## src/hdl/vfv_pkg.sv

```systemverilog
// vfv_pkg: grid geometry, codes, shared types and helpers for the voxel face
// visibility block. Used by vfv_grid_ram, vfv_seq and voxel_face_visibility.
// No dependencies.
package vfv_pkg;

   // grid geometry and cell width
   localparam int GRID_X    = 16;
   localparam int GRID_Y    = 256;
   localparam int GRID_Z    = 16;
   localparam int TYPE_BITS = 8;

   // fixed field widths of the stream beats
   localparam int MODE_W  = 2;
   localparam int XW      = 4;
   localparam int YW      = 8;
   localparam int ZW      = 4;
   localparam int NEW_W   = 8;
   localparam int AIR_W   = 8;
   localparam int MASK_W  = 6;
   localparam int COUNT_W = 3;
   localparam int CTYPE_W = 8;
   localparam int REQ_DATA_W = 24;
   localparam int RSP_DATA_W = 24;

   localparam int CELL_COUNT = GRID_X * GRID_Y * GRID_Z;
   localparam int IDX_W      = $clog2(CELL_COUNT);
   localparam int STEP_W     = 3;

   typedef logic [TYPE_BITS-1:0] voxel_type;
   typedef logic [IDX_W-1:0]     cell_idx_type;
   typedef logic [STEP_W-1:0]    step_type;

   typedef enum logic [MODE_W-1:0] {
      MODE_WRITE = 2'd0,
      MODE_FILL  = 2'd1,
      MODE_QUERY = 2'd2,
      MODE_RSVD  = 2'd3
   } mode_type;

   typedef enum logic [1:0] {
      ST_IDLE,
      ST_FILL,
      ST_QUERY,
      ST_DONE
   } seq_state_type;

   // query read order: center, then neighbors in face-mask bit order
   localparam step_type STEP_CENTER = 3'd0;
   localparam step_type STEP_PY     = 3'd1;
   localparam step_type STEP_MY     = 3'd2;
   localparam step_type STEP_PZ     = 3'd3;
   localparam step_type STEP_MZ     = 3'd4;
   localparam step_type STEP_PX     = 3'd5;
   localparam step_type STEP_MX     = 3'd6;

   typedef struct packed {
      logic         we;
      cell_idx_type waddr;
      voxel_type    wdata;
      logic         re;
      cell_idx_type raddr;
   } ram_req_type;

   typedef struct packed {
      logic idle;
      logic filling;
   } seq_status_type;

   typedef struct packed {
      logic [CTYPE_W-1:0] cell_type;
      logic               visible;
      logic [COUNT_W-1:0] face_count;
      logic [MASK_W-1:0]  face_mask;
   } rsp_type;

   // linear index: (x * GRID_Y + y) * GRID_Z + z
   function automatic cell_idx_type cell_index(input logic [XW:0] x,
                                               input logic [YW:0] y,
                                               input logic [ZW:0] z);
      logic [31:0] lin;
      lin = (32'(x) * 32'(GRID_Y) + 32'(y)) * 32'(GRID_Z) + 32'(z);
      return IDX_W'(lin);
   endfunction

   function automatic logic [COUNT_W-1:0] popcount6(input logic [MASK_W-1:0] m);
      logic [COUNT_W-1:0] c;
      c = '0;
      for (int i = 0; i < MASK_W; i++) begin
         c = c + COUNT_W'(m[i]);
      end
      return c;
   endfunction

endpackage

```

## src/hdl/vfv_seq.sv

```systemverilog
// vfv_seq: command sequencer. Runs writes, fill sweeps and the seven-read
// neighbor scan of a query against the grid RAM. Depends on vfv_pkg.
module vfv_seq (
   input  logic                          clock,
   input  logic                          reset,
   input  logic                          req_valid,
   input  vfv_pkg::mode_type             req_mode,
   input  logic [vfv_pkg::XW-1:0]        req_x,
   input  logic [vfv_pkg::YW-1:0]        req_y,
   input  logic [vfv_pkg::ZW-1:0]        req_z,
   input  logic [vfv_pkg::NEW_W-1:0]     req_new_type,
   input  logic [vfv_pkg::AIR_W-1:0]     air_code,
   input  logic                          out_free,
   input  vfv_pkg::voxel_type            rd_data,
   output vfv_pkg::ram_req_type          ram_req,
   output vfv_pkg::seq_status_type       status,
   output logic                          res_push,
   output vfv_pkg::rsp_type              res
);

   vfv_pkg::seq_state_type state_ff, state_in;
   vfv_pkg::step_type      iss_ff, iss_in;
   logic                   rd_vld_ff, rd_vld_in;
   vfv_pkg::step_type      rd_step_ff;
   logic                   rd_out_ff;
   vfv_pkg::cell_idx_type  fill_cnt_ff, fill_cnt_in;
   vfv_pkg::voxel_type     fill_type_ff, fill_type_in;
   logic [vfv_pkg::XW-1:0] x_ff, x_in;
   logic [vfv_pkg::YW-1:0] y_ff, y_in;
   logic [vfv_pkg::ZW-1:0] z_ff, z_in;
   logic [vfv_pkg::MASK_W-1:0] mask_ff, mask_in;
   logic                   solid_ff, solid_in;
   vfv_pkg::voxel_type     ctype_ff, ctype_in;

   vfv_pkg::voxel_type     air_t;
   logic                   accept;
   logic                   in_grid;
   logic                   issue;
   logic                   nb_out;
   logic [vfv_pkg::XW:0]   nx;
   logic [vfv_pkg::YW:0]   ny;
   logic [vfv_pkg::ZW:0]   nz;
   logic [vfv_pkg::MASK_W-1:0] mask_gated;

   assign air_t   = vfv_pkg::TYPE_BITS'(air_code);
   assign accept  = req_valid && (state_ff == vfv_pkg::ST_IDLE);
   assign in_grid = (32'(req_x) < vfv_pkg::GRID_X) && (32'(req_y) < vfv_pkg::GRID_Y) &&
                    (32'(req_z) < vfv_pkg::GRID_Z);
   assign issue   = (state_ff == vfv_pkg::ST_QUERY) && (iss_ff <= vfv_pkg::STEP_MX);

   // neighbor coordinate for the current read step; off-grid steps skip the read
   always_comb begin
      nx     = {1'b0, x_ff};
      ny     = {1'b0, y_ff};
      nz     = {1'b0, z_ff};
      nb_out = 1'b0;
      case (iss_ff)
         vfv_pkg::STEP_PY: begin
            ny     = {1'b0, y_ff} + 1'b1;
            nb_out = 32'(ny) >= vfv_pkg::GRID_Y;
         end
         vfv_pkg::STEP_MY: begin
            ny     = {1'b0, y_ff} - 1'b1;
            nb_out = (y_ff == '0);
         end
         vfv_pkg::STEP_PZ: begin
            nz     = {1'b0, z_ff} + 1'b1;
            nb_out = 32'(nz) >= vfv_pkg::GRID_Z;
         end
         vfv_pkg::STEP_MZ: begin
            nz     = {1'b0, z_ff} - 1'b1;
            nb_out = (z_ff == '0);
         end
         vfv_pkg::STEP_PX: begin
            nx     = {1'b0, x_ff} + 1'b1;
            nb_out = 32'(nx) >= vfv_pkg::GRID_X;
         end
         vfv_pkg::STEP_MX: begin
            nx     = {1'b0, x_ff} - 1'b1;
            nb_out = (x_ff == '0);
         end
         default: begin
            nb_out = 1'b0;
         end
      endcase
   end

   always_comb begin
      state_in     = state_ff;
      iss_in       = iss_ff;
      rd_vld_in    = issue && !nb_out;
      fill_cnt_in  = fill_cnt_ff;
      fill_type_in = fill_type_ff;
      x_in         = x_ff;
      y_in         = y_ff;
      z_in         = z_ff;
      mask_in      = mask_ff;
      solid_in     = solid_ff;
      ctype_in     = ctype_ff;
      ram_req      = '0;
      res_push     = 1'b0;

      case (state_ff)
         vfv_pkg::ST_IDLE: begin
            if (accept) begin
               x_in     = req_x;
               y_in     = req_y;
               z_in     = req_z;
               mask_in  = '0;
               solid_in = 1'b0;
               ctype_in = '0;
               iss_in   = vfv_pkg::STEP_CENTER;
               case (req_mode)
                  vfv_pkg::MODE_WRITE: begin
                     ram_req.we    = in_grid;
                     ram_req.waddr = vfv_pkg::cell_index({1'b0, req_x}, {1'b0, req_y},
                                                         {1'b0, req_z});
                     ram_req.wdata = vfv_pkg::TYPE_BITS'(req_new_type);
                     state_in      = vfv_pkg::ST_DONE;
                  end
                  vfv_pkg::MODE_FILL: begin
                     fill_cnt_in  = '0;
                     fill_type_in = vfv_pkg::TYPE_BITS'(req_new_type);
                     state_in     = vfv_pkg::ST_FILL;
                  end
                  vfv_pkg::MODE_QUERY: begin
                     state_in = in_grid ? vfv_pkg::ST_QUERY : vfv_pkg::ST_DONE;
                  end
                  default: begin
                     state_in = vfv_pkg::ST_DONE;
                  end
               endcase
            end
         end
         vfv_pkg::ST_FILL: begin
            ram_req.we    = 1'b1;
            ram_req.waddr = fill_cnt_ff;
            ram_req.wdata = fill_type_ff;
            fill_cnt_in   = fill_cnt_ff + 1'b1;
            if (fill_cnt_ff == vfv_pkg::IDX_W'(vfv_pkg::CELL_COUNT - 1)) begin
               state_in = vfv_pkg::ST_DONE;
            end
         end
         vfv_pkg::ST_QUERY: begin
            if (issue) begin
               ram_req.re    = !nb_out;
               ram_req.raddr = vfv_pkg::cell_index(nx, ny, nz);
               iss_in        = iss_ff + 1'b1;
            end
            // off-grid neighbors count as air without a read
            if (issue && nb_out) begin
               mask_in[3'(iss_ff - 3'd1)] = 1'b1;
            end
            if (rd_vld_ff) begin
               if (rd_step_ff == vfv_pkg::STEP_CENTER) begin
                  ctype_in = rd_data;
                  solid_in = (rd_data != air_t);
               end else if (rd_data == air_t) begin
                  mask_in[3'(rd_step_ff - 3'd1)] = 1'b1;
               end
            end
            // last step is -x: done once it is read or skipped
            if ((rd_vld_ff && rd_step_ff == vfv_pkg::STEP_MX) ||
                (issue && nb_out && iss_ff == vfv_pkg::STEP_MX)) begin
               state_in = vfv_pkg::ST_DONE;
            end
         end
         vfv_pkg::ST_DONE: begin
            if (out_free) begin
               res_push = 1'b1;
               state_in = vfv_pkg::ST_IDLE;
            end
         end
         default: begin
            state_in = vfv_pkg::ST_IDLE;
         end
      endcase
   end

   always_ff @(posedge clock) begin
      if (reset) begin
         state_ff  <= vfv_pkg::ST_IDLE;
         iss_ff    <= vfv_pkg::STEP_CENTER;
         rd_vld_ff <= 1'b0;
      end else begin
         state_ff  <= state_in;
         iss_ff    <= iss_in;
         rd_vld_ff <= rd_vld_in;
      end
   end

   always_ff @(posedge clock) begin
      rd_step_ff   <= iss_ff;
      rd_out_ff    <= nb_out;
      fill_cnt_ff  <= fill_cnt_in;
      fill_type_ff <= fill_type_in;
      x_ff         <= x_in;
      y_ff         <= y_in;
      z_ff         <= z_in;
      mask_ff      <= mask_in;
      solid_ff     <= solid_in;
      ctype_ff     <= ctype_in;
   end

   assign mask_gated     = solid_ff ? mask_ff : '0;
   assign res.face_mask  = mask_gated;
   assign res.face_count = vfv_pkg::popcount6(mask_gated);
   assign res.visible    = (mask_gated != '0);
   assign res.cell_type  = vfv_pkg::CTYPE_W'(ctype_ff);

   assign status.idle    = (state_ff == vfv_pkg::ST_IDLE);
   assign status.filling = (state_ff == vfv_pkg::ST_FILL) && !rd_out_ff;

endmodule

```

## config.mk

```make
export PLATFORM = sky130hd
export DESIGN_NAME = vfv_seq
export DESIGN_NICKNAME = d
export VERILOG_FILES = /design/src/hdl/vfv_pkg.sv /design/src/hdl/vfv_seq.sv
export SDC_FILE = /design/constraint.sdc
export NUM_CORES = 1
export LEC_CHECK = 0
export BUFFER_PORTS_ARGS = -buffer_cell sky130_fd_sc_hd__buf_2
export CAP_MARGIN = 5
export CORE_MARGIN = 4
export CORE_UTILIZATION = 55
export DETAILED_ROUTE_END_ITERATION = 8
export PLACE_DENSITY_LB_ADDON = 0.08
export SETUP_SLACK_MARGIN = 0.2
export SKIP_LAST_GASP = 1
export SLEW_MARGIN = 5
export SYNTH_ARGS = -nofsm -noshare
export SYNTH_HDL_FRONTEND = slang
export SYNTH_SLANG_ARGS = --single-unit
```

## constraint.sdc

```tcl
create_clock -name clock -period 3.9 [get_ports clock]
set_input_delay 0.585 -clock clock [delete_from_list [all_inputs] [get_ports clock]]
set_output_delay 0.585 -clock clock [all_outputs]
set_load 0.01 [all_outputs]
```

==> Yosys cells after proc, flatten, opt, wreduce, memory -nomap -nowiden <==
Cells that the tools add are included.
W data, S select, Z words.
{ "classes": {"bitwise": 2, "muxes": 43, "reduce_logical": 28, "eq_ne": 23, "order_cmp": 8, "n_addsub": 19} }
{ "op_table": {"columns": ["operator", "n"], "rows": [
  ["$mux W25", 2],
  ["$pmux W25 S2", 1],
  ["$mux W6", 7],
  ["$mux W17", 2],
  ["$mux W16", 2],
  ["$pmux W16 S2", 1],
  ["$mux W8", 3],
  ["$pmux W9 S2", 1],
  ["$add A16 B1 Y16 const B", 1],
  ["$add A16 B4 Y16", 1],
  ["$add A16 B5 Y16", 1],
  ["$eq A16 B16 Y1 const B", 1],
  ["$pmux W8 S2", 1],
  ["$add A12 B8 Y12", 1],
  ["$add A12 B9 Y12", 1],
  ["$eq A3 B3 Y1 const B", 4],
  ["$or A6 B6 Y6", 2],
  ["$pmux W6 S2", 1],
  ["$add A4 B1 Y5 const B", 2],
  ["$ge A5 B5 Y1 const B", 2],
  ["$pmux W5 S2", 1],
  ["$add A3 B1 Y3", 3],
  ["$add A8 B1 Y9 const B", 1],
  ["$ge A9 B9 Y1 const B", 1],
  ["other kinds (40)", 80]
]} }
{ "totals": {"reg_bits": 65, "output_inout_bits": 63, "input_bits": 46} }

==> Logic depth before layout (Yosys ltp) <==
{ "logic_depth": {"ltp_word": 13, "mapped_depth": 13} }

==> Least setup slack after synthesis <==
OpenSTA, ideal clock, no wires.
{ "synth_path": {"kind": "reg2out", "from": "reg iss_ff[0]", "to": "out ram_req[15] (netlist bit)", "arrival_time_ns": 2.451, "path_slack_ns": 0.864, "stages_incl_launch_ff": 14, "path_cell_list": "dfxtp_1 inv_1 ha_1 buf_2 buf_2 nand2_1 nand2_1 xnor2_1 ha_1 ha_1 xnor2_1 nor2_1 a31o_1 a21oi_1"} }
{ "synth_lines": {"columns": ["item", "line_no", "source"], "rows": [
  ["from (decl)", "vfv_seq.sv:22", "vfv_pkg::step_type iss_ff, iss_in;"],
  ["from (signal assigned)", "vfv_seq.sv:183", "iss_ff <= vfv_pkg::STEP_CENTER;"],
  ["from (signal assigned)", "vfv_seq.sv:187", "iss_ff <= iss_in;"],
  ["to (decl)", "vfv_seq.sv:15", "output vfv_pkg::ram_req_type ram_req,"]
]} }

==> run_results.csv <==
group,metric,value,unit
outcome,status,"finished clean",
cells_and_area,multi_input_area,2530,sq um
power_and_ir_drop,p_per_area,569,nW/um^2
timing,tightest_slew,893,ps
drt,drtPass1Iterations,4,
floorplanning,fp.dieW,99.1,um
floorplanning,start_util,57.8,%
global_routing,antenna_found_initial,0,
critical_path,cp-end-kind,"output port",
logic_synthesis,avgSynthCellArea,9.81,sq um
timing,relSlewSlack,40.5,%
logic_synthesis,netlist_area,4560,sq um
clock_tree,clk_pin_slew_worst_paths,70,ps
clock_tree,cts_sinks,65,
drt,post-route-drc-count,0,
timing,timing.setup.tns,0,ps
logic_synthesis,synth-seq-area-share,40.6,%
power_and_ir_drop,peakVddDrop,0.313,mV
logic_synthesis,yosysUniqueCellTypes,69,
timing,finalCritPeriodShare,90.0,%
global_routing,grt_pass1_wl,17600,um
critical_path,arrival,2930,ps
global_routing,grtUsageTotal,21.9,%
logic_synthesis,yosysTopAreaCell,"edfxtp_1",
cells_and_area,syn_to_final_growth,18.8,%
drt,wirelength,10800,um
logic_synthesis,syn_nets,541,
clock_tree,cts_max_level,3,
logic_synthesis,synthTopCellsByArea,"edfxtp_1, ha_1, a22o_1",
placed_design,gp_congestion,0.850,
timing,grt_setup_unrepaired,"false",
placed_design,io_buffers,108,
cells_and_area,layout-drive-gt1-share,26.7,%
floorplanning,die_y,99.1,um
clock_tree,cts_buffers,9,
floorplanning,rows,32,
timing,drv_slew,0,
clock_tree,clk_path_buf_depth,2,
logic_synthesis,synth_edf_count,55,
logic_synthesis,synth_cells,465,
critical_path,crit_fanout,6,
logic_synthesis,synth.most_common_cell,"edfxtp_1",
critical_path,worst-setup-path-type,"flop to output port",
drt,via_count,3942,
drt,ant_nets,0,
timing,hold_viol_final,0,
global_routing,grt_max_degree,29,
cells_and_area,n_fill_cell,635,
drt,avgViaCountPerCell,5.81,
power_and_ir_drop,power_leakage,2.30,nW
critical_path,required,3310,ps
clock_tree,clk-insertion-delay-late,340,ps
global_routing,grt_pass1_vias,3733,
clock_tree,hold_buffers,0,
logic_synthesis,synth_seq_cells,65,
logic_synthesis,synth_top_area_share,36.2,%
critical_path,cp-start-kind,"flop",
timing,setup_viol,0,
logic_synthesis,synth-main-ff-cell,"edfxtp_1",
cells_and_area,regArea,1850,sq um
min_path,hold_path.class,"flop to flop",
logic_synthesis,async_flop_share,0,%
floorplanning,io_pins,109,
drt,wire_per_inst,15.9,um
clock_tree,clockRootBuffer,"clkbuf_8",
drt,drt_iter0_drc,177,
floorplanning,die_area,9820,sq um
cells_and_area,final_util,68.7,%
placed_design,hpwl,8200,um
logic_synthesis,synth_common_cells,"edfxtp_1, nor2_1, inv_1, ha_1, nand2_1",
global_routing,grt-ovfl-total,0,
timing,fin_skew,9.12,ps
cells_and_area,diodes,0,
job,max_cap_viol_count,0,
clock_tree,cts_tree,"built",
logic_synthesis,synth_warnings,0,
timing,max_freq,285,MHz
cells_and_area,final_nets,648,
timing,finalCriticalPeriod,3510,ps
floorplanning,core,7890,sq um
==> registers in the layout, summed over array words and instances, names as in the netlist, 2 cells and up <==
signal,flops
ctype_ff,8
fill_cnt_ff,16
fill_type_ff,8
iss_ff,3
mask_ff,6
rd_step_ff,3
state_ff,2
x_ff,4
y_ff,8
z_ff,4
==> final cells by class <==
type	instances	area share (%)
multi-input combinational	350	46.7
sequential	65	34.2
timing repair buffer	116	11.1
clock buffer	11	2.61
tap	102	2.35
inverter	30	2.08
clock inverter	5	1.02
==> cell families after synthesis <==
family | Yosys count | synth area share, %
compound gates | 101 | 17.1
xor+xnor | 37 | 7.10
fa+ha+maj | 30 | 8.72
buf+inv | 50 | 4.69
flops | 65 | 40.6
mux | 2 | 0.439
simple gates | 180 | 21.3
==> power breakdown <==
group          total, mW  switching [mW]  internal, mW  leakage (nW)
Combinational       1.34           0.797         0.540          1.60
Sequential          1.18           0.182         0.993         0.607
Clock              0.569           0.259         0.310        0.0953
Total               3.08            1.24          1.84          2.30
==> through the flow <==
step                      cells  setup slack (ps)  total power, mW  area [sq um]  hold WS [ps]
after CTS                   679               249             3.09          5390           414
after global routing        679               168             3.32          5420           418
after global placement      663               706             2.48          5190           397
after detailed placement    663               626             2.51          5190           413
after floorplan             465               865             2.06          4560           382
final                       679               389             3.08          5420           426
==> critical path, stage by stage, from the launching register on <==
cell      delay, ps
edfxtp_1        470
nand2_1         130
inv_1            80
fa_1            540
inv_1            50
fa_1            480
inv_1            50
ha_1            180
fa_1            480
buf_2           120
==> what timing repair did <==
action | in CTS | in global routing
setup buffers | 0 | 0
endpoints found under the setup margin | 0 | 7
hold endpoints to repair | 0 | 0
resized for setup | 0 | 7
==> routing by layer <==
metal | share of wire (%) | global-route usage, % | up-vias
met1 | 46 | 31.4 | 1837
met2 | 45 | 34.1 | 161
met3 | 7.6 | 4.39 | 11
met5 | 0 | 0 | -
li1 | - | - | 1933
met4 | 0.97 | 5.15 | 0
==> worst paths after layout <==
path,start,to,slack [ps],depth (start not counted)
hold / removal,iss_ff[0],rd_step_ff[0],430,0
setup reg to reg,state_ff[0],ctype_ff[7],1220,6
hold reg to reg,iss_ff[0],rd_step_ff[0],430,0
setup / recovery,solid_ff,res[7],390,9
==> placed cells by master, fill, tap and decap left out, drive strengths merged, types with 4 or more instances in the layout <==
cell type	Yosys	layout
buf	8	116
edfxtp	55	55
nor2	51	51
inv	29	29
ha	27	27
nand2	26	26
a22o	23	23
nand3	22	22
a21oi	20	20
xor2	20	20
and2	19	19
xnor2	17	17
nor3	15	15
clkbuf	12	11
dfxtp	10	10
o21ai	9	9
and4	7	7
o31ai	7	7
nand4	7	7
nor2b	6	6
nor4	6	6
o22ai	4	4
a211o	4	4
(Power assumes the default switching activity.)
